[config.mk]
export PLATFORM = sky130hd
export DESIGN_NAME = lsd_div
export DESIGN_NICKNAME = d
export VERILOG_FILES = /design/src/hdl/lsd_pkg.sv /design/src/hdl/lsd_div.sv
export SDC_FILE = /design/constraint.sdc
export NUM_CORES = 1
export LEC_CHECK = 0
export BUFFER_PORTS_ARGS = -buffer_cell sky130_fd_sc_hd__buf_2
export CORE_ASPECT_RATIO = 0.75
export CORE_MARGIN = 2
export CORE_UTILIZATION = 25
export DETAILED_ROUTE_END_ITERATION = 8
export PLACE_DENSITY = 0.5
export SETUP_SLACK_MARGIN = 0.05
export SYNTH_ARGS = -nofsm -noshare
export SYNTH_HDL_FRONTEND = slang
export SYNTH_SLANG_ARGS = --single-unit
[constraint.sdc]
create_clock -name clk -period 4.19 [get_ports clk]
set_clock_uncertainty 0.05 [all_clocks]
set_input_delay 0.2095 -clock clk [delete_from_list [all_inputs] [get_ports clk]]
set_output_delay 0.2095 -clock clk [all_outputs]
set_load 0.1 [all_outputs]
[src/hdl/lsd_pkg.sv]
// ----------------------------------------------------------------------------
// lsd_pkg: shared constants for the LSD radix sorter
// Field widths, register reset value and parameter defaults.
// ----------------------------------------------------------------------------
`default_nettype none

package lsd_pkg;

  localparam int VAL_W         = 31;            // width of one value
  localparam int WORD_W        = 2 * VAL_W;     // stored word: {value, running quotient}
  localparam int RADIX_W       = 9;             // width of the base register
  localparam logic [RADIX_W-1:0] RADIX_RESET = 9'd10;
  localparam int MIN_RADIX     = 2;
  localparam int MAX_ITEMS_DEF = 64;
  localparam int MAX_RADIX_DEF = 256;

endpackage

`default_nettype wire

[src/hdl/lsd_div.sv]
// ----------------------------------------------------------------------------
// lsd_div: shared restoring divider
// Divides a value by the digit base, one quotient bit per cycle.
// ----------------------------------------------------------------------------
`default_nettype none

module lsd_div #(
  parameter int MAX_RADIX = lsd_pkg::MAX_RADIX_DEF,
  localparam int BW       = $clog2(MAX_RADIX + 1),
  localparam int DW       = (MAX_RADIX > 2) ? $clog2(MAX_RADIX) : 1
) (
  input  wire logic                     clk,
  input  wire logic                     rst,
  input  wire logic                     start,
  input  wire logic [lsd_pkg::VAL_W-1:0] dividend,
  input  wire logic [BW-1:0]            divisor,
  output logic      [lsd_pkg::VAL_W-1:0] quotient,
  output logic      [DW-1:0]            remainder,
  output logic                          done
);

  localparam int STEP_W = $clog2(lsd_pkg::VAL_W + 1);

  logic              active;
  logic [STEP_W-1:0] cnt;
  logic [BW-1:0]     rem;
  logic [BW-1:0]     rem_next;
  logic [BW:0]       trial;
  logic [BW:0]       diff;
  logic              ge;

  // partial remainder shifted left, next dividend bit brought in
  assign trial    = {rem, quotient[lsd_pkg::VAL_W-1]};
  assign ge       = (trial >= {1'b0, divisor});
  assign diff     = trial - {1'b0, divisor};
  assign rem_next = ge ? diff[BW-1:0] : trial[BW-1:0];

  assign remainder = rem[DW-1:0];

  always_ff @(posedge clk) begin
    if (rst) begin
      active <= 1'b0;
      done   <= 1'b0;
      cnt    <= '0;
    end else begin
      done <= 1'b0;
      if (start) begin
        active <= 1'b1;
        cnt    <= STEP_W'(lsd_pkg::VAL_W);
      end else if (active) begin
        cnt <= cnt - 1'b1;
        if (cnt == STEP_W'(1)) begin
          active <= 1'b0;
          done   <= 1'b1;
        end
      end
    end
  end

  always_ff @(posedge clk) begin
    if (start) begin
      quotient <= dividend;
      rem      <= '0;
    end else if (active) begin
      quotient <= {quotient[lsd_pkg::VAL_W-2:0], ge};
      rem      <= rem_next;
    end
  end

endmodule

`default_nettype wire

==> flow_summary.yaml <==
status:
  status: "finished, final reports clean"
clocking:
  clock-sinks: 47
  post-cts-setup-buffers: 0
  cts_tree: "yes"
  cts_inserted_buffers: 5
  insertion_delay_ns: 0.28
  ctsHoldBuffers: 0
  cts.clk_slew.worst_paths_ns: 0.06
  clockBufferDepth: 2
  clockRootBuffer: "clkbuf_16"
  htreeDepth: 2
  cts-resized-gates: 0
synthesis:
  synthCells: 222
  async_reset_ff_share_pct: 0
  ys_types: 41
  synth_area_um2: 2570
  yosys_register_bits: 47
  ys.flop_type: "edfxtp_1"
  yosys_warnings: 0
  mappedNetlistNets: 277
  seq_area_frac_synth_pct: 48.7
  synth_edf_count: 31
  synth_area_per_cell_um2: 11.6
layout:
  diodes: 0
  fillers: 1055
  regArea_um2: 1250
  area_growth_pct: 24.9
  design_area_um2: 3210
  post-route-util_pct: 31.7
  layout_common_cells: "buf_2 (82), mux2_2 (32), edfxtp_1 (31), nor2_1 (27), dfxtp_1 (16)"
  multi_input_area_um2: 1170
  layout_commonest_cell: "buf_2"
  layout-drive-gt1-share_pct: 43.9
  finalNetCount: 350
  final_cells: 432
placed_design:
  placement.io_buffers: 82
  placed_cell_area_um2: 3070
  post-place-ws_ns: 1.47
  place_hpwl_mm: 4.02
  place_inst: 424
  gp_congestion: 0.858
routing:
  ant_nets: 0
  vias: 1862
  viasPerCell: 4.31
  wl_per_cell_um: 12.8
  drc_errors: 0
  dr.pass1.iters: 4
  routed_wirelength_mm: 5.52
  drtIter0Drc: 58
power_and_ir_drop:
  p_comb_share_pct: 37.0
  swShare_pct: 41.0
  clkPwrFrac_pct: 25.3
  p_int_mw: 0.910
  power.leakage_nw: 1.39
  max-vdd-ir-drop_mv: 0.231
  power.switching_mw: 0.632
  p_per_area_nw_per_um2: 480
  seq_power_share_pct: 37.8
sta:
  rsz0062_at_grt: "no"
  fin_crit_ns: 2.75
  clock.fmax_mhz: 364
  finalSetupViolCount: 0
  hold_viol: 0
  slew_violations: 0
  worst_pin_slew_ns: 0.773
  slew_headroom_pct: 48.5
  finalWorstSetupSlack_ns: 1.44
  fin_tns_setup_ns: 0
  period_share_pct: 65.6
die:
  dieArea_um2: 11100
  start_util_pct: 25.4
  core-area_um2: 10100
  rows: 32
  ioPinCount: 83
  die_w_um: 121
  die_h_um: 91.8
worst_setup_path:
  path_buf_inv: 2
  critPathTopFamily: "compound AO/OA/AOI/OAI gates"
  crit_type: "flip-flop to flip-flop"
  cp.arrival_ns: 2.74
  crit_top_cell: "inv_1"
  cpPeakStageDelay_ns: 0.46
  slowest_stage: "a211oi_1"
  worst_ep_required_time_ns: 4.18
  crit_chain: "inv_1 -> ha_1 -> inv_1 -> fa_1 -> a211oi_1 -> o21a_1 -> o211ai_2 -> mux2_2"
  end_kind: "flip-flop"
  start_kind: "flip-flop"
  crit_fanout: 8
global_route:
  grt_usage_pct: 9.90
  grt_overflow: 0
  grt_pass1_vias: 1748
  grt_pass1_wl_mm: 8.67
  grt_max_degree: 48
  antenna_found_initial: 0
hold_path:
  worstHoldPathType: "input port to flip-flop"
flow_run:
  drv_cap: 0
-- layer usage --
layer	vias up	share of wire (%)	track usage (%)
li1	946	-	-
met1	859	52	14.0
met2	51	41	13.9
met3	6	5.8	3.54
met4	0	0.87	3.20
met5	-	0	0
-- cells in the mapped netlist (2+ instances only) --
| master | number | area, um^2 |
|---|---|---|
| a21oi_1 | 7 | 35.0 |
| xnor2_1 | 3 | 26.3 |
| buf_4 | 8 | 60.1 |
| nand3b_1 | 2 | 15.0 |
| xor2_1 | 5 | 43.8 |
| buf_1 | 2 | 7.51 |
| o31ai_1 | 2 | 15.0 |
| o211ai_1 | 4 | 30.0 |
| ha_1 | 11 | 138 |
| dfxtp_1 | 16 | 320 |
| nand2b_1 | 3 | 18.8 |
| buf_2 | 2 | 10.0 |
| nand2_1 | 8 | 30.0 |
| nor2_1 | 27 | 101 |
| mux2i_1 | 6 | 60.1 |
| a311oi_1 | 3 | 26.3 |
| nand3_1 | 5 | 25.0 |
| inv_1 | 13 | 48.8 |
| edfxtp_1 | 31 | 931 |
| mux2_2 | 32 | 360 |
| a211oi_1 | 7 | 52.6 |
| clkbuf_1 | 6 | 22.5 |
-- cell type report --
| type | instances | area share [%] |
|---|---|---|
| inverters | 13 | 1.52 |
| clock inverters | 3 | 0.585 |
| repair buffers | 84 | 13.3 |
| multi-input cells | 144 | 36.5 |
| flip-flops and latches | 47 | 39.0 |
| clock buffers | 5 | 3.90 |
| well taps | 136 | 5.30 |
-- final timing paths --
path	from	endpoint	slack [ns]	cells after the start
worst min register to register	rem[2]	rem[2]	0.45	2
worst max-delay path	quotient[30]	quotient[0]	1.44	8
worst min-delay path	rst	cnt[4]	0.14	2
worst max register to register	quotient[30]	quotient[0]	1.44	8
-- flip-flops by register name, indices dropped and copies added, names as in the netlist --
register	count
quotient	31
cnt	5
done	1
active	1
rem	9
-- power groups by stage --
stage / Combinational (mW) / Sequential, mW / Clock (mW)
after global routing: 0.601 / 0.590 / 0.427
after detailed placement: 0.571 / 0.593 / 0
final: 0.570 / 0.583 / 0.390
after floorplan: 0.246 / 0.829 / 0
after CTS: 0.573 / 0.584 / 0.411
after global placement: 0.568 / 0.592 / 0
-- per-stage QoR --
| stage | hold WS, ns | total power [mW] |
|---|---|---|
| final | 0.144 | 1.54 |
| after global routing | 0.151 | 1.62 |
| after CTS | 0.132 | 1.57 |
| after detailed placement | 0.441 | 1.16 |
| after global placement | 0.439 | 1.16 |
| after floorplan | 0.232 | 1.08 |
-- logic make-up after synthesis --
kind of cell    count (synthesis)  synth area share, %
fa+ha+maj                      12                 6.13
buf+inv                        31                 5.79
simple gates                   55                 11.2
xor+xnor                        8                 2.73
flops                          47                 48.7
compound gates                 31                 9.15
mux                            38                 16.4
Note: power is estimated with default switching activity, not from simulation.
