## config.mk

```make
export PLATFORM = sky130hd
export DESIGN_NAME = lsd_ram
export DESIGN_NICKNAME = d
export VERILOG_FILES = /design/src/hdl/lsd_ram.sv
export SDC_FILE = /design/constraint.sdc
export NUM_CORES = 1
export LEC_CHECK = 0
export ABC_AREA = 1
export ABC_CLOCK_PERIOD_IN_PS = 1550
export BUFFER_PORTS_ARGS = -buffer_cell sky130_fd_sc_hd__buf_2
export CELL_PAD_IN_SITES_DETAIL_PLACEMENT = 0
export CELL_PAD_IN_SITES_GLOBAL_PLACEMENT = 1
export CORE_MARGIN = 2
export CORE_UTILIZATION = 25
export CTS_BUF_LIST = sky130_fd_sc_hd__clkbuf_4
export CTS_CLUSTER_DIAMETER = 40
export DETAILED_ROUTE_END_ITERATION = 10
export HOLD_SLACK_MARGIN = 0.05
export PLACE_DENSITY_LB_ADDON = 0.1
export SETUP_SLACK_MARGIN = 0.02
export SLEW_MARGIN = 30
export SYNTH_ARGS = -nofsm -noshare
export SYNTH_HDL_FRONTEND = slang
export SYNTH_SLANG_ARGS = --single-unit
```

## constraint.sdc

```tcl
create_clock -name clk -period 1.55 [get_ports clk]
set_input_delay 0.31 -clock clk [delete_from_list [all_inputs] [get_ports clk]]
set_output_delay 0.31 -clock clk [all_outputs]
set_load 0.02 [all_outputs]
```

## src/hdl/lsd_ram.sv

```systemverilog
// ----------------------------------------------------------------------------
// lsd_ram: generic single-port-write, single-port-read RAM
// One write and one registered read per cycle.
// ----------------------------------------------------------------------------
`default_nettype none

module lsd_ram #(
  parameter int WIDTH = 8,
  parameter int DEPTH = 16,
  localparam int AW   = (DEPTH > 1) ? $clog2(DEPTH) : 1
) (
  input  wire logic             clk,
  input  wire logic             we,
  input  wire logic [AW-1:0]    waddr,
  input  wire logic [WIDTH-1:0] wdata,
  input  wire logic [AW-1:0]    raddr,
  output logic      [WIDTH-1:0] rdata
);

  logic [WIDTH-1:0] mem [DEPTH];

  always_ff @(posedge clk) begin
    if (we) begin
      mem[waddr] <= wdata;
    end
    rdata <= mem[raddr];
  end

endmodule

`default_nettype wire

```

==> impl_metrics.yaml, run 1 <==
outcome:
  status: "complete, no violations"
layout:
  fin_area_um2: 6640
  final_cells: 898
  layout-drive-gt1-share_pct: 13.7
  fillers: 2390
  postLayoutCoreUtil_pct: 29.3
  nNetsFinal: 617
  area_growth_pct: 15.1
sta:
  slew_headroom_pct: 71.4
  setup_viol: 0
  finalCriticalPeriod_ns: 1.40
  fmax_ghz: 0.713
  fin_skew_ns: 0.0156
  tns_ns: 0
  fin_crit_sh_pct: 90.5
  tightest_slew_ns: 0.429
  rsz0062_at_grt: "no"
  hold_violations: 0
  holdWs_ns: 0.192
  final-max-slew-violation-count: 0
cts:
  clock_latency_ns: 0.55
  root_buffer: "clkbuf_4"
  clk_path_buf_depth: 2
  cts-buffers-inserted: 17
  cts_tree: "built"
  post-cts-setup-buffers: 0
  clkSinkCount: 136
  htree_levels: 4
  clk_pin_slew_ns: 0.12
  cts_hold_buf: 0
synth:
  synth_xor_area_share_pct: 0
  synth_fp_nets: 569
  synth_compound_area_share_pct: 0
  synthArstFlopShare_pct: 0
  synth_area_leader_cell: "edfxtp_1"
  synth_top_family_by_area: "simple AND/OR/NAND/NOR gates"
  synth_top_cells_by_count: "nand2_1 (173), edfxtp_1 (128), inv_1 (100)"
  synthFlopType: "edfxtp_1"
  synth_edf_count: 128
  ys_warn_count: 0
  synth_top_cell_area_share_pct: 66.7
  synth.area.top_cells: "edfxtp_1 (67%), nand2_1 (11%), nand3_1 (8.4%)"
  ys_seq_area_share_pct: 69.4
  synthMuxAreaShare_pct: 0
  synthAdderAreaFrac_pct: 0
  synth_area_per_cell_um2: 10.5
  synth-simple-area-share_pct: 21.0
  synth.most_common_cell: "nand2_1"
  syn_inst: 551
  synthDistinctLibCells: 12
  syn_area_um2: 5770
  yosys_register_bits: 136
setup_path:
  reg2reg_from: "mem[1][7]"
  reg2reg_depth: 6
  cp_slowest_cell: "dfxtp_2"
  required_ns: 1.24
  worst-r2r-setup-slack_ns: 0.49
  crit_family: "flip-flops"
  worstSetupPathType: "reg -> out"
  end_kind: "primary output"
  r2r-end: "rdata[7]"
  cp_max_fo: 1
  critPathLaunchType: "flip-flop"
  worstPathArrival_ns: 1.09
  crit_buf_inv: 1
  max_stage_delay_ns: 0.38
  crit_chain: "buf_2"
worst_hold_path:
  min_path_type: "in -> reg"
  min_to: "mem[3][1]"
  hp-start: "wdata[1]"
  hold_path_depth: 1
routing:
  routedWlPerCell_um: 17.8
  ant_nets: 0
  wl_um: 16000
  first_iter_violations: 159
  vias: 3765
  drcViolationCount: 0
  routed_via_density: 4.19
  drt-pass1-iter-count: 4
placement:
  port_buffers: 25
  placed_cell_area_um2: 6370
  hpwl_um: 9900
  placedCellCount: 865
  gp_congestion: 0.702
floorplanning:
  fp.dieW_um: 156
  start_util_pct: 25.5
  die_height_um: 156
  fp.coreArea_um2: 22600
  placementRows: 55
  dieArea_um2: 24300
  ios: 26
global_route:
  grt_max_degree: 34
  grt_pass1_wl_um: 24300
  grt-ovfl-total: 0
  grtUsageTotal_pct: 14.2
  antenna_found_initial: 1
  first_global_vias: 3766
power_and_ir_drop:
  power_density_nw_per_um2: 1050
  vdd_drop_max_uv: 482
  p_leak_nw: 2.82
run:
  drv_cap: 0
## stage by stage
stage	setup WS (ns)	total power [mW]
after floorplan	0.289	4.53
after global placement	0.0906	4.82
after detailed placement	0.0837	4.83
after CTS	0.0398	7.13
after global routing	0.0585	7.34
final	0.147	7.00
## cell usage in the layout (no fill, tap or decap)
cell type / instances
buf_12: 6
dfxtp_2: 1
inv_1: 100
nand2_1: 173
bufinv_16: 2
inv_2: 2
clkinvlp_4: 4
buf_4: 22
clkinv_1: 4
clkinv_2: 2
inv_6: 1
diode_2: 1
nand3b_1: 2
edfxtp_1: 128
clkinv_4: 1
clkbuf_4: 18
dfxtp_1: 7
buf_2: 25
nor2_1: 17
nand3_1: 97
## cells by family after synthesis
kind of cell / count (synthesis)
buf+inv: 126
flops: 136
simple gates: 289
## registers in the layout, indices dropped and copies added, names as in the netlist
signal,flops
rdata,8
mem,128
## power breakdown
group          switching [mW]  total (mW)  internal (mW)
sequential             0.0226        4.13           4.10
combinational           0.417       0.593          0.176
clock                    1.33        2.28          0.951
total                    1.77        7.00           5.23
## worst max path at each step
stage | cells past startpoint | endpoint | from | slack (ns)
floorplan | 2 | mem[10][0] | waddr[2] | 0.29
global placement | 8 | rdata[7] | raddr[0] | 0.09
detailed placement | 8 | rdata[7] | raddr[0] | 0.08
CTS | 1 | rdata[6] | rdata[6] | 0.04
global route | 1 | rdata[6] | rdata[6] | 0.06
finish | 1 | rdata[6] | rdata[6] | 0.15
## per-layer routing
| metal | vias up | part of all wire [%] | wire length, um | GRT usage (%) |
|---|---|---|---|---|
| met3 | 12 | 3.0 | 482 | 3.42 |
| met4 | 0 | 1.3 | 207 | 4.37 |
| li1 | 1866 | - | - | - |
| met2 | 46 | 47 | 7500 | 22.5 |
| met1 | 1841 | 49 | 7770 | 19.3 |
| met5 | - | 0 | 0 | 0 |
## layout make-up
cell class / count / area [um^2] / share of cell area [%]
flip-flops and latches: 136 / 4010 / 60.3
multi-input cells: 289 / 1210 / 18.3
repair buffers: 53 / 410 / 6.18
inverters: 102 / 383 / 5.77
well taps: 285 / 357 / 5.37
clock buffers: 18 / 135 / 2.04
clock inverters: 14 / 133 / 2.00
diodes: 1 / 2.50 / 0.0377
## repair_timing
item	CTS	global route
hold endpoints to repair	0	0
endpoints found under the setup margin	0	1
gates resized for setup	0	1
No activity file was read; power rests on OpenSTA's default activity.
==> run 2, diff against run 1 <==
--- a/config.mk
+++ b/config.mk
@@ -6,12 +6,12 @@
 export NUM_CORES = 1
 export LEC_CHECK = 0
 export ABC_AREA = 1
-export ABC_CLOCK_PERIOD_IN_PS = 1550
+export ABC_CLOCK_PERIOD_IN_PS = 1500
 export BUFFER_PORTS_ARGS = -buffer_cell sky130_fd_sc_hd__buf_2
 export CELL_PAD_IN_SITES_DETAIL_PLACEMENT = 0
 export CELL_PAD_IN_SITES_GLOBAL_PLACEMENT = 1
 export CORE_MARGIN = 2
-export CORE_UTILIZATION = 25
+export CORE_UTILIZATION = 45
 export CTS_BUF_LIST = sky130_fd_sc_hd__clkbuf_4
 export CTS_CLUSTER_DIAMETER = 40
 export DETAILED_ROUTE_END_ITERATION = 10
==> constraint.sdc (replaced) <==
create_clock -name clk -period 1.5 [get_ports clk]
set_input_delay 0.3 -clock clk [delete_from_list [all_inputs] [get_ports clk]]
set_output_delay 0.3 -clock clk [all_outputs]
set_load 0.02 [all_outputs]
==> run 2 against run 1 <==
Net effect:
- critical endpoint is now rdata[4]
- die area down 43%
- routed wire length down 14%
- combinational power is 3% lower
- largest cell class unchanged
- register-to-register slack worse by 0.02 ns
- cell area down 3.3%
==> impl_metrics.yaml, run 2 (synthesis results as in run 1) <==
placement:
  hpwl_um: 8910
  port_buffers: 25
  gp_congestion: 0.824
  pre_cts_slack_ns: 0.101
floorplanning:
  fp.dieW_um: 117
  ios: 26
  start_util_pct: 45.9
  dieArea_um2: 13700
  fp.coreArea_um2: 12600
  placementRows: 41
  die_height_um: 117
cts:
  cts_hold_buf: 0
  clkSinkCount: 136
  clk_path_buf_depth: 2
  cts_tree: "built"
  post-cts-setup-buffers: 0
  htree_levels: 4
  root_buffer: "clkbuf_4"
  cts-buffers-inserted: 17
  cts_resized: 0
  clk_pin_slew_ns: 0.10
  clock_latency_ns: 0.54
setup_path:
  crit_family: "flip-flops"
  max_stage_delay_ns: 0.38
  cp_max_fo: 1
  critPathLaunchType: "flip-flop"
  end_kind: "primary output"
  reg2reg_from: "mem[3][1]"
  crit_buf_inv: 1
  worstPathArrival_ns: 1.11
  cp_slowest_cell: "dfxtp_1"
  critical_path_cell_count: 1
  crit_chain: "buf_2"
  reg2reg_depth: 6
  crit_start: "rdata[4]"
  r2r-end: "rdata[1]"
  worstSetupPathType: "reg -> out"
  required_ns: 1.20
  endpoint: "rdata[4]"
  worst-r2r-setup-slack_ns: 0.47
routing:
  wl_um: 13700
  ant_nets: 0
  routed_via_density: 4.82
  drt-pass1-iter-count: 4
  first_iter_violations: 314
  vias: 3772
  drcViolationCount: 0
  routedWlPerCell_um: 17.5
power_and_ir_drop:
  p_leak_nw: 2.81
  power_density_nw_per_um2: 1070
  vdd_drop_max_uv: 604
sta:
  fin_skew_ns: 0.0122
  tns_ns: 0
  final-max-slew-violation-count: 0
  finalCriticalPeriod_ns: 1.41
  rsz0062_at_grt: "no"
  fmax_ghz: 0.709
  slew_headroom_pct: 72.6
  fin_crit_sh_pct: 94.1
  setup_slack_ns: 0.0887
  setup_viol: 0
  hold_violations: 0
  tightest_slew_ns: 0.411
layout:
  fillers: 1157
  antenna_cells: 0
  top_regs: "mem (128), rdata (8)"
  postLayoutCoreUtil_pct: 51.1
  top_register: "mem"
  final_common_cell: "nand2_1"
  layout-drive-gt1-share_pct: 13.6
  area_growth_pct: 11.3
  nNetsFinal: 615
  layout_common_cells: "nand2_1 (173), edfxtp_1 (128), inv_1 (100), nand3_1 (97), clkbuf_4 (30)"
  largest_reg_flops: 128
global_route:
  grt-ovfl-total: 0
  antenna_found_initial: 0
  first_global_vias: 3694
  grt_max_degree: 65
  grt_pass1_wl_um: 21300
  grtUsageTotal_pct: 22.2
run:
  drv_cap: 0
worst_hold_path:
  min_path_type: "in -> reg"
outcome:
  status: "complete, no violations"
[run 2: changes by cell type in the layout (fill, tap and decap cells not counted), sizes merged]
cell,delta
inv,-1
clkinvlp,-4
buf,-2
clkinv,-5
bufinv,-2
clkbuf,+12
diode,-1
[run 2: worst reg2reg max path: stages (launching register included)]
cell and delay (ns):
edfxtp_1 0.37, nand2_1 0.08, nand2_1 0.05, nand2_1 0.11, nand3_1 0.13, nand3_1 0.10, nand2_1 0.08
[run 2: how the worst min path moves through the flow]
stage / start / endpoint / slack [ns] / cells after the start
CTS: raddr[3] / rdata[4] / 0.08 / 3
global placement: raddr[3] / rdata[5] / 0.67 / 3
detailed placement: raddr[3] / rdata[4] / 0.67 / 3
finish: raddr[3] / rdata[7] / 0.11 / 3
floorplan: wdata[0] / mem[0][0] / 0.40 / 0
global route: raddr[3] / rdata[5] / 0.08 / 3
[run 2: cell type report]
class | instances | area, um^2 | share of cell area, %
inverters | 102 | 383 | 5.96
flip-flops and latches | 136 | 4000 | 62.4
multi-input cells | 289 | 1210 | 18.9
clock inverters | 2 | 7.51 | 0.117
well taps | 172 | 215 | 3.35
clock buffers | 30 | 225 | 3.51
repair buffers | 51 | 370 | 5.77
[run 2: metrics by stage]
step	instances	hold WS, ns	cell area [um^2]	power (mW)
after floorplan	551	0.399	5770	4.68
after global placement	750	0.674	6190	4.94
after detailed placement	750	0.673	6190	4.94
after CTS	782	0.0767	6420	6.95
after global routing	782	0.0821	6420	7.19
final	782	0.109	6420	6.90
[run 2: per-layer routing]
layer	up-vias	routed length, um	global-route usage, %
li1	1867	-	-
met1	1761	6120	31.0
met2	122	6390	33.8
met3	22	923	4.74
met4	0	282	9.73
met5	-	0	0
[run 2: where the power goes]
group | switching, mW | internal (mW) | total (mW)
Sequential | 0.0258 | 4.24 | 4.27
Combinational | 0.405 | 0.171 | 0.576
Clock | 1.16 | 0.889 | 2.05
Total | 1.60 | 5.30 | 6.90
==> run 3, diff against run 2 <==
--- a/config.mk
+++ b/config.mk
@@ -10,13 +10,12 @@
 export BUFFER_PORTS_ARGS = -buffer_cell sky130_fd_sc_hd__buf_2
 export CELL_PAD_IN_SITES_DETAIL_PLACEMENT = 0
 export CELL_PAD_IN_SITES_GLOBAL_PLACEMENT = 1
-export CORE_MARGIN = 2
 export CORE_UTILIZATION = 45
 export CTS_BUF_LIST = sky130_fd_sc_hd__clkbuf_4
 export CTS_CLUSTER_DIAMETER = 40
 export DETAILED_ROUTE_END_ITERATION = 10
 export HOLD_SLACK_MARGIN = 0.05
-export PLACE_DENSITY_LB_ADDON = 0.1
+export PLACE_DENSITY_LB_ADDON = 0.3
 export SETUP_SLACK_MARGIN = 0.02
 export SLEW_MARGIN = 30
 export SYNTH_ARGS = -nofsm -noshare
==> run 3 against run 2 <==
Net effect:
- non-clock buffer count unchanged
- worst setup slack better by 0.039 ns
- via count down 0.82%
- utilization rose by 1.5 points
- clock-buffer cell count shrank 11
- register-to-register slack is essentially flat
- highest routed layer unchanged
- sequential power barely moved
- global-route usage rose by 0.077 points
- sequential share of layout area shrank 0.29 points
- total power up 2.2%
- cell area rose by 0.47%
==> impl_metrics.yaml, run 3 (synthesis results as in run 1) <==
floorplanning:
  ios: 26
  fp.coreArea_um2: 12300
  fp.dieW_um: 115
  dieArea_um2: 13300
  placementRows: 40
  die_height_um: 115
  start_util_pct: 47.0
layout:
  antenna_cells: 0
  seqCellArea_um2: 4000
  largest_reg_flops: 128
  fillers: 1063
  multi_input_area_um2: 1210
  final_cells: 778
  area_growth_pct: 11.8
  top_regs: "mem (128), rdata (8)"
  nNetsFinal: 615
  layout_common_cells: "nand2_1 (173), edfxtp_1 (128), inv_1 (100), nand3_1 (97), buf_2 (25)"
  layout-drive-gt1-share_pct: 13.3
  final_common_cell: "nand2_1"
  top_register: "mem"
sta:
  tightest_slew_ns: 0.396
  rsz0062_at_grt: "no"
  setup_viol: 0
  fmax_ghz: 0.729
  fin_skew_ns: 0.0135
  fin_crit_sh_pct: 91.5
  tns_ns: 0
  hold_violations: 0
  final-max-slew-violation-count: 0
  finalCriticalPeriod_ns: 1.37
  slew_headroom_pct: 73.6
routing:
  ant_nets: 0
  vias: 3741
  routed_via_density: 4.81
  drcViolationCount: 0
  wl_um: 13200
  drt-pass1-iter-count: 5
  first_iter_violations: 376
  routedWlPerCell_um: 17.0
power_and_ir_drop:
  vdd_drop_max_uv: 508
  total_power_mw: 7.05
  p_sw_mw: 1.65
  power_density_nw_per_um2: 1090
  p_int_mw: 5.40
  combinationalPowerShare_pct: 8.1
  swShare_pct: 23.4
  clkPwrFrac_pct: 31.3
  p_seq_share_pct: 60.6
  p_leak_nw: 2.82
setup_path:
  worst-r2r-setup-slack_ns: 0.46
  worstPathArrival_ns: 1.07
  critPathLaunchType: "flip-flop"
  cp_slowest_cell: "dfxtp_1"
  worstSetupPathType: "reg -> out"
  max_stage_delay_ns: 0.38
  end_kind: "primary output"
  crit_family: "flip-flops"
  crit_chain: "buf_2"
  required_ns: 1.20
  crit_buf_inv: 1
  cp_max_fo: 1
cts:
  htree_levels: 4
  cts_hold_buf: 0
  clock_latency_ns: 0.52
  clk_path_buf_depth: 2
  cts_resized: 0
  post-cts-setup-buffers: 0
  root_buffer: "clkbuf_4"
  clkSinkCount: 136
  cts_tree: "built"
  clk_pin_slew_ns: 0.10
  cts-buffers-inserted: 17
global_route:
  grt_pass1_wl_um: 20700
  antenna_found_initial: 0
  first_global_vias: 3573
  grtUsageTotal_pct: 22.3
  grt-ovfl-total: 0
  grt_max_degree: 65
placement:
  placedCellCount: 746
  hpwl_um: 8140
  port_buffers: 25
  gp_congestion: 0.775
worst_hold_path:
  min_path_type: "in -> reg"
outcome:
  status: "complete, no violations"
run:
  drv_cap: 0
run 3: area by class of cell:
| class | instances | share of cell area, % |
|---|---|---|
| Sequential cell | 136 | 62.1 |
| Multi-Input combinational cell | 289 | 18.8 |
| Timing Repair Buffer | 51 | 5.94 |
| Inverter | 102 | 5.94 |
| Tap cell | 168 | 3.26 |
| Clock buffer | 19 | 2.21 |
| Clock inverter | 13 | 1.75 |
run 3: per-stage QoR:
| step | worst slack (ns) | hold WS, ns | area (um^2) | util, % |
|---|---|---|---|---|
| final | 0.128 | 0.186 | 6450 | 52.6 |
| after floorplan | 0.249 | 0.399 | 5770 | - |
| after global placement | 0.110 | 0.647 | 6190 | 50.5 |
| after CTS | 0.0696 | 0.156 | 6450 | 52.6 |
| after detailed placement | 0.0951 | 0.666 | 6190 | 50.5 |
| after global routing | 0.0367 | 0.146 | 6450 | 52.6 |
run 3: metal layers:
layer | up-vias | global-route usage, % | part of all wire (%)
met3 | 12 | 6.17 | 7.4
met1 | 1743 | 32.4 | 48
met5 | - | 0 | 0
li1 | 1864 | - | -
met2 | 122 | 31.9 | 44
met4 | 0 | 8.48 | 1.1
run 3: worst paths after layout:
check,start,cells past startpoint,to
max,rdata[5],1,rdata[5]
min,wdata[1],1,mem[0][1]
max reg2reg,mem[3][2],6,rdata[2]
min reg2reg,mem[6][7],6,rdata[7]
run 3: power groups by stage:
stage	Clock [mW]	Combinational (mW)	Sequential [mW]
finish	2.21	0.574	4.27
CTS	2.26	0.580	4.27
floorplan	0	0.300	4.38
detailed placement	0	0.576	4.36
global route	2.40	0.641	4.28
global placement	0	0.569	4.36
run 3: worst reg2reg max path: cells and delay by family (launching register included):
family,cells,cell delay [ns]
flops,1,0.38
simple gates,5,0.50
buf+inv,1,0.06
